==> src/rtl/hwddr_pkg.sv <==
// Shared widths, codes, control word types and microprogram of the distance relay.
package hwddr_pkg;

  // Sample format and window length.
  localparam int SAMPLE_W   = 16;
  localparam int WINDOW_LEN = 23;
  localparam int CNT_W      = $clog2(WINDOW_LEN);

  // Setting formats.
  localparam int COEF_W = 16;
  localparam int SUM_W  = 25;
  localparam logic [SUM_W-1:0] SUM_MAX = {SUM_W{1'b1}};

  // Fixed-point shifts: Q8.8 drops are scaled by 2^14 to reach 22 fractional bits.
  localparam int SHIFT_DROP = 14;
  localparam int SHIFT_OUT  = 22;

  // Datapath widths.
  localparam int MEM_W  = SAMPLE_W + 2;
  localparam int VM_W   = SAMPLE_W + 3;
  localparam int MA_W   = (SAMPLE_W + 3 > 19) ? SAMPLE_W + 3 : 19;
  localparam int MB_W   = COEF_W + 1;
  localparam int PROD_W = MA_W + MB_W;
  localparam int Z_W    = SAMPLE_W + 20;
  localparam int ZLO_W  = MA_W - 1;
  localparam int ZHI_W  = Z_W - ZLO_W;
  localparam int ACC_W  = SAMPLE_W + 39;
  localparam int DEV_W  = ACC_W - SHIFT_OUT;

  // Configuration register indexes.
  localparam int CFG_IDX_W = 3;
  localparam logic [CFG_IDX_W-1:0] CFG_LOOP_TYPE  = 3'd0;
  localparam logic [CFG_IDX_W-1:0] CFG_LOOP_PHASE = 3'd1;
  localparam logic [CFG_IDX_W-1:0] CFG_R_COEF     = 3'd2;
  localparam logic [CFG_IDX_W-1:0] CFG_L_COEF     = 3'd3;
  localparam logic [CFG_IDX_W-1:0] CFG_K_COEF     = 3'd4;
  localparam logic [CFG_IDX_W-1:0] CFG_THRESHOLD  = 3'd5;

  // Loop type and phase codes.
  localparam logic LOOP_GROUND = 1'b0;
  localparam logic LOOP_PHASE  = 1'b1;
  localparam logic [1:0] PH_A = 2'd0;
  localparam logic [1:0] PH_B = 2'd1;
  localparam logic [1:0] PH_C = 2'd2;

  // Microprogram geometry.
  localparam int PROG_LEN = 12;
  localparam int STEP_W   = $clog2(PROG_LEN);
  localparam logic [STEP_W-1:0] STEP_ABS = STEP_W'(8);

  typedef enum logic [2:0] {
    MA_CP  = 3'd0,
    MA_DP  = 3'd1,
    MA_S0  = 3'd2,
    MA_DS0 = 3'd3,
    MA_ZLO = 3'd4,
    MA_ZHI = 3'd5
  } mul_a_sel_t;

  typedef enum logic [1:0] {
    MB_R = 2'd0,
    MB_L = 2'd1,
    MB_K = 2'd2
  } mul_b_sel_t;

  typedef enum logic [2:0] {
    ACC_NOP   = 3'd0,
    ACC_LOAD  = 3'd1,
    ACC_SUB14 = 3'd2,
    ACC_SUB0  = 3'd3,
    ACC_SUBZ  = 3'd4,
    ACC_ABS   = 3'd5,
    ACC_ROUND = 3'd6
  } acc_op_t;

  typedef enum logic [1:0] {
    Z_NOP  = 2'd0,
    Z_LOAD = 2'd1,
    Z_ADD  = 2'd2
  } z_op_t;

  typedef enum logic [1:0] {
    FIN_NONE = 2'd0,
    FIN_SUM  = 2'd1,
    FIN_DONE = 2'd2
  } fin_op_t;

  typedef enum logic [1:0] {
    ST_IDLE = 2'b01,
    ST_RUN  = 2'b10
  } seq_state_t;

  // Controls that the sequencer hands to the arithmetic datapath.
  typedef struct packed {
    mul_a_sel_t ma;
    mul_b_sel_t mb;
    acc_op_t    acc;
    z_op_t      z;
  } dp_ctrl_t;

  // One microinstruction.
  typedef struct packed {
    dp_ctrl_t          dp;
    fin_op_t           fin;
    logic              jmp_phase;
    logic [STEP_W-1:0] target;
  } ucode_t;

  // Each step issues a multiply; a step that uses a product takes the one of the step before.
  function automatic ucode_t ucode(input logic [STEP_W-1:0] step);
    ucode_t w;
    w = '{dp: '{ma: MA_CP, mb: MB_R, acc: ACC_NOP, z: Z_NOP},
          fin: FIN_NONE, jmp_phase: 1'b0, target: '0};
    case (int'(step))
      0: begin
        w.dp.ma = MA_CP;   w.dp.mb = MB_R; w.dp.acc = ACC_LOAD;
      end
      1: begin
        w.dp.ma = MA_DP;   w.dp.mb = MB_L; w.dp.acc = ACC_SUB14;
      end
      2: begin
        w.dp.ma = MA_S0;   w.dp.mb = MB_R; w.dp.acc = ACC_SUB14;
        w.jmp_phase = 1'b1; w.target = STEP_ABS;
      end
      3: begin
        w.dp.ma = MA_DS0;  w.dp.mb = MB_L; w.dp.z = Z_LOAD;
      end
      4: begin
        w.dp.z = Z_ADD;
      end
      5: begin
        w.dp.ma = MA_ZLO;  w.dp.mb = MB_K;
      end
      6: begin
        w.dp.ma = MA_ZHI;  w.dp.mb = MB_K; w.dp.acc = ACC_SUB0;
      end
      7: begin
        w.dp.acc = ACC_SUBZ;
      end
      8: begin
        w.dp.acc = ACC_ABS;
      end
      9: begin
        w.dp.acc = ACC_ROUND;
      end
      10: begin
        w.fin = FIN_SUM;
      end
      11: begin
        w.fin = FIN_DONE;
      end
      default: begin
        w.fin = FIN_DONE;
      end
    endcase
    return w;
  endfunction

endpackage

==> src/rtl/half_wave_delta_distance_relay_top.sv <==
// Top level of the half-wave incremental distance relay with its microcoded sequencer.
//
// Usage: one item per sample carries the three phase voltages and currents,
// the remembered pre-fault operating voltage, two trip permits and the PT-break
// flag. An item is taken on a clock edge with in_valid high and in_stall low.
// Each item yields exactly one result (latched trip, half-wave sum, window end),
// offered on out_valid and taken on an edge with out_stall low.
// Settings are written through the cfg_ channel (cfg_ready is always high) and
// must be written only while no item is in flight.
// The twelve-step microprogram runs one step per cycle on a single shared
// 19 by 17 multiplier. The phase loop jumps past the zero-sequence steps.
// The next item is taken only once the result has been registered and the
// sequencer is back in idle.
// The output register lets a new item be taken while a result waits. When the
// receiver stalls, the last microinstruction holds until the output is free.
// Synchronous reset clears the settings, the previous currents, the window sum
// and count, and the trip latch; there is no clearing pass.
module half_wave_delta_distance_relay_top (
  input  logic                                   clk,
  input  logic                                   rst_n,
  input  logic                                   in_valid,
  output logic                                   in_stall,
  input  logic signed [hwddr_pkg::SAMPLE_W-1:0]  in_volt_a,
  input  logic signed [hwddr_pkg::SAMPLE_W-1:0]  in_volt_b,
  input  logic signed [hwddr_pkg::SAMPLE_W-1:0]  in_volt_c,
  input  logic signed [hwddr_pkg::SAMPLE_W-1:0]  in_curr_a,
  input  logic signed [hwddr_pkg::SAMPLE_W-1:0]  in_curr_b,
  input  logic signed [hwddr_pkg::SAMPLE_W-1:0]  in_curr_c,
  input  logic signed [hwddr_pkg::MEM_W-1:0]     in_memory_voltage,
  input  logic                                   in_permit_first,
  input  logic                                   in_permit_second,
  input  logic                                   in_pt_break,
  output logic                                   out_valid,
  input  logic                                   out_stall,
  output logic                                   out_trip,
  output logic        [hwddr_pkg::SUM_W-1:0]     out_window_sum,
  output logic                                   out_window_end,
  input  logic                                   cfg_valid,
  output logic                                   cfg_ready,
  input  logic        [hwddr_pkg::CFG_IDX_W-1:0] cfg_index,
  input  logic        [hwddr_pkg::SUM_W-1:0]     cfg_data
);

  localparam int S = hwddr_pkg::SAMPLE_W;

  // Settings.
  logic                                 loop_type_r;
  logic [1:0]                           loop_phase_r;
  logic signed [hwddr_pkg::COEF_W-1:0]  r_coef_r;
  logic signed [hwddr_pkg::COEF_W-1:0]  l_coef_r;
  logic        [hwddr_pkg::COEF_W-1:0]  k_coef_r;
  logic        [hwddr_pkg::SUM_W-1:0]   threshold_r;

  // Captured item.
  logic signed [S-1:0]                  v_r [3];
  logic signed [S-1:0]                  c_r [3];
  logic signed [hwddr_pkg::MEM_W-1:0]   mem_r;
  logic                                 permit_first_r;
  logic                                 permit_second_r;
  logic                                 pt_break_r;

  // Relay state.
  logic signed [S-1:0]                  prev_r [3];
  logic        [hwddr_pkg::SUM_W-1:0]   dev_sum_r;
  logic        [hwddr_pkg::CNT_W-1:0]   cnt_r;
  logic                                 trip_r;
  logic        [hwddr_pkg::SUM_W-1:0]   sum_r;

  // Sequencer.
  hwddr_pkg::seq_state_t                state_r, state_nxt;
  logic [hwddr_pkg::STEP_W-1:0]         step_r, step_nxt;
  hwddr_pkg::ucode_t                    cw;
  hwddr_pkg::dp_ctrl_t                  dp_ctrl;

  // Output register.
  logic                                 out_valid_r;
  logic                                 out_trip_r;
  logic        [hwddr_pkg::SUM_W-1:0]   out_sum_r;
  logic                                 out_end_r;

  // Operands.
  logic signed [S:0]                    d_cur [3];
  logic signed [S-1:0]                  vp, vq, cp, cq;
  logic signed [S:0]                    dp, dq;
  logic signed [hwddr_pkg::MA_W-1:0]    op_cp, op_dp, op_s0, op_ds0;
  logic signed [hwddr_pkg::VM_W-1:0]    op_vm;
  logic        [hwddr_pkg::DEV_W-1:0]   dev;

  logic                                 in_fire;
  logic                                 out_free;
  logic                                 done_fire;
  logic        [hwddr_pkg::DEV_W:0]     sum_wide;
  logic        [hwddr_pkg::SUM_W+1:0]   thr3;
  logic        [hwddr_pkg::SUM_W+1:0]   sum2;
  logic                                 over;
  logic                                 permit;
  logic        [hwddr_pkg::CNT_W:0]     cnt_inc;
  logic                                 wend;
  logic                                 trip_new;

  assign in_stall  = (state_r != hwddr_pkg::ST_IDLE);
  assign in_fire   = in_valid && !in_stall;
  assign cfg_ready = 1'b1;

  // Current deltas against the previous sample.
  always_comb begin
    for (int j = 0; j < 3; j++) begin
      d_cur[j] = (S + 1)'(c_r[j]) - (S + 1)'(prev_r[j]);
    end
  end

  // Phase selection; the unused fourth code behaves as phase A.
  always_comb begin
    case (loop_phase_r)
      hwddr_pkg::PH_B: begin
        vp = v_r[1]; vq = v_r[2]; cp = c_r[1]; cq = c_r[2]; dp = d_cur[1]; dq = d_cur[2];
      end
      hwddr_pkg::PH_C: begin
        vp = v_r[2]; vq = v_r[0]; cp = c_r[2]; cq = c_r[0]; dp = d_cur[2]; dq = d_cur[0];
      end
      default: begin
        vp = v_r[0]; vq = v_r[1]; cp = c_r[0]; cq = c_r[1]; dp = d_cur[0]; dq = d_cur[1];
      end
    endcase
  end

  // The phase loop works on the difference of the paired phases.
  always_comb begin
    if (loop_type_r == hwddr_pkg::LOOP_PHASE) begin
      op_cp = hwddr_pkg::MA_W'(cp) - hwddr_pkg::MA_W'(cq);
      op_dp = hwddr_pkg::MA_W'(dp) - hwddr_pkg::MA_W'(dq);
      op_vm = hwddr_pkg::VM_W'(vp) - hwddr_pkg::VM_W'(vq) - hwddr_pkg::VM_W'(mem_r);
    end else begin
      op_cp = hwddr_pkg::MA_W'(cp);
      op_dp = hwddr_pkg::MA_W'(dp);
      op_vm = hwddr_pkg::VM_W'(vp) - hwddr_pkg::VM_W'(mem_r);
    end
    op_s0  = hwddr_pkg::MA_W'(c_r[0]) + hwddr_pkg::MA_W'(c_r[1]) + hwddr_pkg::MA_W'(c_r[2]);
    op_ds0 = hwddr_pkg::MA_W'(d_cur[0]) + hwddr_pkg::MA_W'(d_cur[1])
           + hwddr_pkg::MA_W'(d_cur[2]);
  end

  // Fetch the control word; the datapath idles outside a run.
  always_comb begin
    cw      = hwddr_pkg::ucode(step_r);
    dp_ctrl = cw.dp;
    if (state_r != hwddr_pkg::ST_RUN) begin
      dp_ctrl.acc = hwddr_pkg::ACC_NOP;
      dp_ctrl.z   = hwddr_pkg::Z_NOP;
    end
  end

  hwddr_datapath u_dp (
    .clk    (clk),
    .ctrl   (dp_ctrl),
    .op_cp  (op_cp),
    .op_dp  (op_dp),
    .op_s0  (op_s0),
    .op_ds0 (op_ds0),
    .op_vm  (op_vm),
    .r_coef (r_coef_r),
    .l_coef (l_coef_r),
    .k_coef (k_coef_r),
    .dev    (dev)
  );

  // Saturating half-wave sum.
  assign sum_wide = (hwddr_pkg::DEV_W + 1)'(dev) + (hwddr_pkg::DEV_W + 1)'(dev_sum_r);

  // Threshold compare, raised by half on a PT break, and the permits.
  assign thr3 = (hwddr_pkg::SUM_W + 2)'(threshold_r)
              + (hwddr_pkg::SUM_W + 2)'({threshold_r, 1'b0});
  assign sum2 = (hwddr_pkg::SUM_W + 2)'({sum_r, 1'b0});
  assign over = pt_break_r ? (sum2 > thr3) : (sum_r > threshold_r);
  assign permit = (loop_type_r == hwddr_pkg::LOOP_PHASE) ?
                  (permit_first_r && permit_second_r) : permit_first_r;
  assign trip_new = trip_r || (over && permit);

  assign cnt_inc = (hwddr_pkg::CNT_W + 1)'(cnt_r) + (hwddr_pkg::CNT_W + 1)'(1);
  assign wend    = (cnt_inc >= (hwddr_pkg::CNT_W + 1)'(hwddr_pkg::WINDOW_LEN));

  assign out_free  = !out_valid_r || !out_stall;
  assign done_fire = (state_r == hwddr_pkg::ST_RUN) && (cw.fin == hwddr_pkg::FIN_DONE)
                   && out_free;

  // Step counter with the conditional jump past the zero-sequence steps.
  always_comb begin
    state_nxt = state_r;
    step_nxt  = step_r;
    case (state_r)
      hwddr_pkg::ST_IDLE: begin
        if (in_fire) begin
          state_nxt = hwddr_pkg::ST_RUN;
          step_nxt  = '0;
        end
      end
      hwddr_pkg::ST_RUN: begin
        if (cw.fin == hwddr_pkg::FIN_DONE) begin
          if (out_free) begin
            state_nxt = hwddr_pkg::ST_IDLE;
            step_nxt  = '0;
          end
        end else if (cw.jmp_phase && loop_type_r == hwddr_pkg::LOOP_PHASE) begin
          step_nxt = cw.target;
        end else begin
          step_nxt = step_r + hwddr_pkg::STEP_W'(1);
        end
      end
      default: begin
        state_nxt = hwddr_pkg::ST_IDLE;
        step_nxt  = '0;
      end
    endcase
  end

  // Control state and relay state.
  always_ff @(posedge clk) begin
    if (!rst_n) begin
      state_r      <= hwddr_pkg::ST_IDLE;
      step_r       <= '0;
      loop_type_r  <= 1'b0;
      loop_phase_r <= '0;
      r_coef_r     <= '0;
      l_coef_r     <= '0;
      k_coef_r     <= '0;
      threshold_r  <= '0;
      for (int j = 0; j < 3; j++) begin
        prev_r[j] <= '0;
      end
      dev_sum_r    <= '0;
      cnt_r        <= '0;
      trip_r       <= 1'b0;
      out_valid_r  <= 1'b0;
    end else begin
      state_r <= state_nxt;
      step_r  <= step_nxt;

      if (cfg_valid && cfg_ready) begin
        case (cfg_index)
          hwddr_pkg::CFG_LOOP_TYPE:  loop_type_r  <= cfg_data[0];
          hwddr_pkg::CFG_LOOP_PHASE: loop_phase_r <= cfg_data[1:0];
          hwddr_pkg::CFG_R_COEF:     r_coef_r     <= cfg_data[hwddr_pkg::COEF_W-1:0];
          hwddr_pkg::CFG_L_COEF:     l_coef_r     <= cfg_data[hwddr_pkg::COEF_W-1:0];
          hwddr_pkg::CFG_K_COEF:     k_coef_r     <= cfg_data[hwddr_pkg::COEF_W-1:0];
          hwddr_pkg::CFG_THRESHOLD:  threshold_r  <= cfg_data;
          default: begin
          end
        endcase
      end

      if (done_fire) begin
        trip_r <= trip_new;
        for (int j = 0; j < 3; j++) begin
          prev_r[j] <= c_r[j];
        end
        if (wend) begin
          cnt_r     <= '0;
          dev_sum_r <= '0;
        end else begin
          cnt_r     <= cnt_inc[hwddr_pkg::CNT_W-1:0];
          dev_sum_r <= sum_r;
        end
      end

      if (done_fire) begin
        out_valid_r <= 1'b1;
      end else if (!out_stall) begin
        out_valid_r <= 1'b0;
      end
    end
  end

  // Payload registers.
  always_ff @(posedge clk) begin
    if (in_fire) begin
      v_r[0]          <= in_volt_a;
      v_r[1]          <= in_volt_b;
      v_r[2]          <= in_volt_c;
      c_r[0]          <= in_curr_a;
      c_r[1]          <= in_curr_b;
      c_r[2]          <= in_curr_c;
      mem_r           <= in_memory_voltage;
      permit_first_r  <= in_permit_first;
      permit_second_r <= in_permit_second;
      pt_break_r      <= in_pt_break;
    end
    if (state_r == hwddr_pkg::ST_RUN && cw.fin == hwddr_pkg::FIN_SUM) begin
      sum_r <= (sum_wide >= (hwddr_pkg::DEV_W + 1)'(hwddr_pkg::SUM_MAX)) ?
               hwddr_pkg::SUM_MAX : sum_wide[hwddr_pkg::SUM_W-1:0];
    end
    if (done_fire) begin
      out_trip_r <= trip_new;
      out_sum_r  <= sum_r;
      out_end_r  <= wend;
    end
  end

  assign out_valid      = out_valid_r;
  assign out_trip       = out_trip_r;
  assign out_window_sum = out_sum_r;
  assign out_window_end = out_end_r;

endmodule

==> src/rtl/hwddr_datapath.sv <==
// Shared multiplier and accumulators that form the rounded loop deviation.
module hwddr_datapath (
  input  logic                                  clk,
  input  hwddr_pkg::dp_ctrl_t                   ctrl,
  input  logic signed [hwddr_pkg::MA_W-1:0]     op_cp,
  input  logic signed [hwddr_pkg::MA_W-1:0]     op_dp,
  input  logic signed [hwddr_pkg::MA_W-1:0]     op_s0,
  input  logic signed [hwddr_pkg::MA_W-1:0]     op_ds0,
  input  logic signed [hwddr_pkg::VM_W-1:0]     op_vm,
  input  logic signed [hwddr_pkg::COEF_W-1:0]   r_coef,
  input  logic signed [hwddr_pkg::COEF_W-1:0]   l_coef,
  input  logic        [hwddr_pkg::COEF_W-1:0]   k_coef,
  output logic        [hwddr_pkg::DEV_W-1:0]    dev
);

  logic signed [hwddr_pkg::MA_W-1:0]   mul_a;
  logic signed [hwddr_pkg::MB_W-1:0]   mul_b;
  logic signed [hwddr_pkg::PROD_W-1:0] prod_r;
  logic signed [hwddr_pkg::Z_W-1:0]    zacc_r;
  logic signed [hwddr_pkg::ZHI_W-1:0]  zhi;
  logic signed [hwddr_pkg::ACC_W-1:0]  acc_r;
  logic signed [hwddr_pkg::ACC_W-1:0]  prod_ext;
  logic signed [hwddr_pkg::ACC_W-1:0]  rnd;
  logic        [hwddr_pkg::DEV_W-1:0]  dev_r;

  assign zhi = zacc_r[hwddr_pkg::Z_W-1:hwddr_pkg::ZLO_W];

  always_comb begin
    case (ctrl.ma)
      hwddr_pkg::MA_CP:  mul_a = op_cp;
      hwddr_pkg::MA_DP:  mul_a = op_dp;
      hwddr_pkg::MA_S0:  mul_a = op_s0;
      hwddr_pkg::MA_DS0: mul_a = op_ds0;
      hwddr_pkg::MA_ZLO: mul_a = signed'({1'b0, zacc_r[hwddr_pkg::ZLO_W-1:0]});
      hwddr_pkg::MA_ZHI: mul_a = hwddr_pkg::MA_W'(zhi);
      default:           mul_a = '0;
    endcase
  end

  always_comb begin
    case (ctrl.mb)
      hwddr_pkg::MB_R: mul_b = hwddr_pkg::MB_W'(r_coef);
      hwddr_pkg::MB_L: mul_b = hwddr_pkg::MB_W'(l_coef);
      hwddr_pkg::MB_K: mul_b = signed'({1'b0, k_coef});
      default:         mul_b = '0;
    endcase
  end

  assign prod_ext = hwddr_pkg::ACC_W'(prod_r);
  assign rnd      = acc_r + (hwddr_pkg::ACC_W'(1) <<< (hwddr_pkg::SHIFT_OUT - 1));

  always_ff @(posedge clk) begin
    prod_r <= hwddr_pkg::PROD_W'(mul_a) * hwddr_pkg::PROD_W'(mul_b);

    case (ctrl.z)
      hwddr_pkg::Z_LOAD: zacc_r <= hwddr_pkg::Z_W'(prod_r);
      hwddr_pkg::Z_ADD:  zacc_r <= zacc_r + hwddr_pkg::Z_W'(prod_r);
      default:           zacc_r <= zacc_r;
    endcase

    case (ctrl.acc)
      hwddr_pkg::ACC_LOAD:  acc_r <= hwddr_pkg::ACC_W'(op_vm) <<< hwddr_pkg::SHIFT_OUT;
      hwddr_pkg::ACC_SUB14: acc_r <= acc_r - (prod_ext <<< hwddr_pkg::SHIFT_DROP);
      hwddr_pkg::ACC_SUB0:  acc_r <= acc_r - prod_ext;
      hwddr_pkg::ACC_SUBZ:  acc_r <= acc_r - (prod_ext <<< hwddr_pkg::ZLO_W);
      hwddr_pkg::ACC_ABS:   acc_r <= (acc_r < 0) ? -acc_r : acc_r;
      default:              acc_r <= acc_r;
    endcase

    if (ctrl.acc == hwddr_pkg::ACC_ROUND) begin
      dev_r <= rnd[hwddr_pkg::ACC_W-1:hwddr_pkg::SHIFT_OUT];
    end
  end

  assign dev = dev_r;

endmodule

==> config.mk <==
export PLATFORM = sky130hd
export DESIGN_NAME = half_wave_delta_distance_relay_top
export DESIGN_NICKNAME = d
export VERILOG_FILES = /design/src/rtl/hwddr_pkg.sv /design/src/rtl/half_wave_delta_distance_relay_top.sv /design/src/rtl/hwddr_datapath.sv
export SDC_FILE = /design/constraint.sdc
export NUM_CORES = 2
export LEC_CHECK = 0
export ABC_CLOCK_PERIOD_IN_PS = 12500
export BUFFER_PORTS_ARGS = -buffer_cell sky130_fd_sc_hd__buf_4
export CORE_ASPECT_RATIO = 0.7
export CORE_MARGIN = 2
export CORE_UTILIZATION = 50
export DETAILED_ROUTE_END_ITERATION = 10
export PLACE_DENSITY = 0.65
export SYNTH_ARGS = -nofsm -noshare
export SYNTH_HDL_FRONTEND = slang
export SYNTH_SLANG_ARGS = --single-unit
==> constraint.sdc <==
create_clock -name clk -period 12.5 [get_ports clk]
set_clock_uncertainty 0.05 [all_clocks]
set_input_delay 2.5 -clock clk [delete_from_list [all_inputs] [get_ports clk]]
set_output_delay 2.5 -clock clk [all_outputs]
set_load 0.05 [all_outputs]
==> impl_results.md <==
* Min Hold Slack at a little under 400 ps
* Core ar. at between 100000 and 150000 µm²
* Post-CTS setup buffer count at 0
* GRT Util Overall at 33.63%
* Max stage delay cell, worst path: fa_1
* PwrDens at around 120 nW/µm²
* GPL Wtd Cong at ~1
* Final instance area at approximately 60000 µm²
* Most used flip-flop cell after synthesis: edfxtp_1
* First-pass DRT Iterations at 7
* CTS tree: done
* Clock latency on the worst-skew pair at 670 ps
* Pin count of the biggest net entering global routing at around 100
* First-pass GRT wire length at around 280 mm
* Post-synthesis sequential area ratio at around 24%
* Remaining global-route overflow at 0
* Synth Area per Inst at ~8.8 µm²
* Post-DR wirelength/cell at roughly 25 µm
* Synth area leader: edfxtp_1
* Placed Instances at ~7700
* Sw frac at ~41%
* Floorplan row count at between 100 and 150
* Die width at 398.4 µm
* Die footprint at around 110000 µm²
* CTS clk-pin slew, worst paths at roughly 70 ps
* Via count at between 40000 and 50000
* Nets at about 7300
* Post-synthesis async set-or-reset flop share at 0%
* DRC viols at 0
* Final worst setup slack at between 600 and 700 ps
* Vias in the first global route at between 40000 and 50000
* Post-Syn Area at between 50000 and 60000 µm²
* DP Area at 57530 µm²
* Final setup vio count at 0
* CTS max path bufs at 3
* IO Pins at 180
* Slew @ Worst Pin at 1296 ps
* Total Power at a little over 7 mW
* CP startpoint kind: flip-flop
* Status: complete, no violations
* Synth area leaders: edfxtp_1, fa_1, ha_1, dfxtp_1, inv_1
* Synth Warn # at 0
* Post-route ant nets at 0
* Initial Utilization at between 50% and 60%
* Area grow syn2layout at 9.320%
* Sw Pwr at between 2 and 3 mW
* Syn Nets at 7241
* Post-Syn Instances at 6190
* Die Y at 280.1 µm
* Critical Path End Type: flip-flop
* Post-synth EDFFs at about 340
* Root buf cell: clkbuf_16
* WL final at approximately 190 mm
* Final Max Slew Viols at 0
* Cell-internal power at between 4 and 5 mW
* Hold Vio Cnt, Final at 0
* DR vias/cell at about 6.2
* Clk sinks at 491
* Min Tclk post-route at 11870 ps
* Utilization after layout at between 50 and 60%
* Port Buffers at ~180
* Count leader, synth: inv_1
* Starting DRT DRC Count at about 6200
* Worst Path Arrival at ~12000 ps
* Setup CP Type: flip-flop to flip-flop
* Class of the worst hold path: flip-flop to flip-flop
* Initial antenna violation count at 7
* Max-Cap Viols at 0
* Setup_tns at 0 ps
* CTS buffer count at 53
* Pre-CTS setup slack at between 700 and 800 ps
* Top post-synthesis cells by count: inv_1, nand2_1, ha_1
* Finished Layout Cells at between 7000 and 8000
* Cell depth of the worst hold path at 2
* Max_slew headroom at between 10% and 20%
* CP required at ~13000 ps
* Part of the cycle the worst path needs at 94.92%
* CP max FO at 8
* Detailed placement HPWL at between 150 and 200 mm
* Synth unique cells at 93
* Worst VDD drop at roughly 0.11 mV
* Combinational share of power at approximately 47%
* Top cell type's share of synthesized area at a little under a fifth
* RSZ-0062 raised after global routing: no
* Power share of the sequential group at 27.2%
* Worst path max stage delay at ~600 ps
* CTS H-Tree Depth at 2
* R2r worst-path depth at 44
* Fmax at roughly 0.084 GHz
* Leak pwr at approximately 26 nW
* Share of power burned in the clock network at between 20% and 30%
* FF+latch count, synth at 491
* Share of layout cells above drive strength 1 at 7.046%
power by group through the flow:
stage	Combinational (mW)	Sequential, mW	Clock (mW)
finish	3.33	1.91	1.80
global route	3.63	1.92	1.88
CTS	3.22	1.91	1.82
detailed placement	3.19	1.94	0
global placement	3.18	1.94	0
floorplan	2.31	1.91	0
timing repair:
item,4_1_cts,5_1_grt
endpoints found under the setup margin,0,3
hold buffers,0,0
resized for setup,0,3
logic make-up after synthesis:
logic type,count (synthesis),share of synthesized area [%]
adder cells (fa/ha/maj),901,26.01
AND/OR/NAND/NOR,1725,15.25
XOR/XNOR,390,6.273
flip-flops,491,24.32
buffers and inverters,916,6.354
AO/OA/AOI/OAI,1730,21.12
other,1,0.006887
multiplexers,36,0.6710
critical path: cells and delay by family, from the launching register on:
| kind | cells | cell delay (ps) |
|---|---|---|
| fa+ha+maj | 11 | 5170 |
| compound gates | 19 | 4290 |
| buf+inv | 8 | 590 |
| xor+xnor | 2 | 440 |
| simple gates | 3 | 410 |
| flops | 1 | 390 |
| mux | 1 | 370 |
cell type report:
| cell class | instances | area (µm²) |
|---|---|---|
| Tap cell | 1442 | 1804 |
| Antenna cell | 3 | 7.507 |
| Clock inverter | 21 | 307.8 |
| Inverter | 691 | 2596 |
| Sequential cell | 491 | 13240 |
| Fill cell | 9907 | 48650 |
| Clock buffer | 79 | 1678 |
| Multi-Input combinational cell | 4783 | 37900 |
| Timing Repair Buffer | 265 | 1989 |
flip-flops by register name, summed over array words and instances, names as in the netlist, 2 cells and up:
register	cells
l_coef_r	16
u_dp.zacc_r	36
cnt_r	5
step_r	4
sum_r	25
c_r	48
dev_sum_r	25
threshold_r	25
prev_r	48
out_window_sum	25
state_r	2
mem_r	18
u_dp.prod_r	36
v_r	48
k_coef_r	16
r_coef_r	16
u_dp.acc_r	55
u_dp.dev	33
loop_phase_r	2
per-layer routing:
layer	global-route usage [%]	share of wire, %
met3	11.44	14
met4	5.844	1.8
met2	42.25	37
met1	54.21	48
met5	0	0.019
final timing paths:
check,slack (ps),start,endpoint
max,630,c_r[0][32],u_dp.prod_r[35]
min reg2reg,400,trip_r,trip_r
max reg2reg,630,c_r[0][32],u_dp.prod_r[35]
min,400,trip_r,trip_r
cells in the final DEF (no fill, tap or decap), types with 85 or more instances in the layout:
master,instances
xor2_1,155
nand2_1,570
fa_1,385
nor3_1,117
dfxtp_1,149
a21o_1,156
buf_4,265
a21oi_1,395
o21ai_0,368
ha_1,513
a21boi_0,93
xnor2_1,235
inv_1,685
edfxtp_1,341
nand3_1,127
nor2_1,392
and3_1,85
No activity file was read; power rests on OpenSTA's default activity.
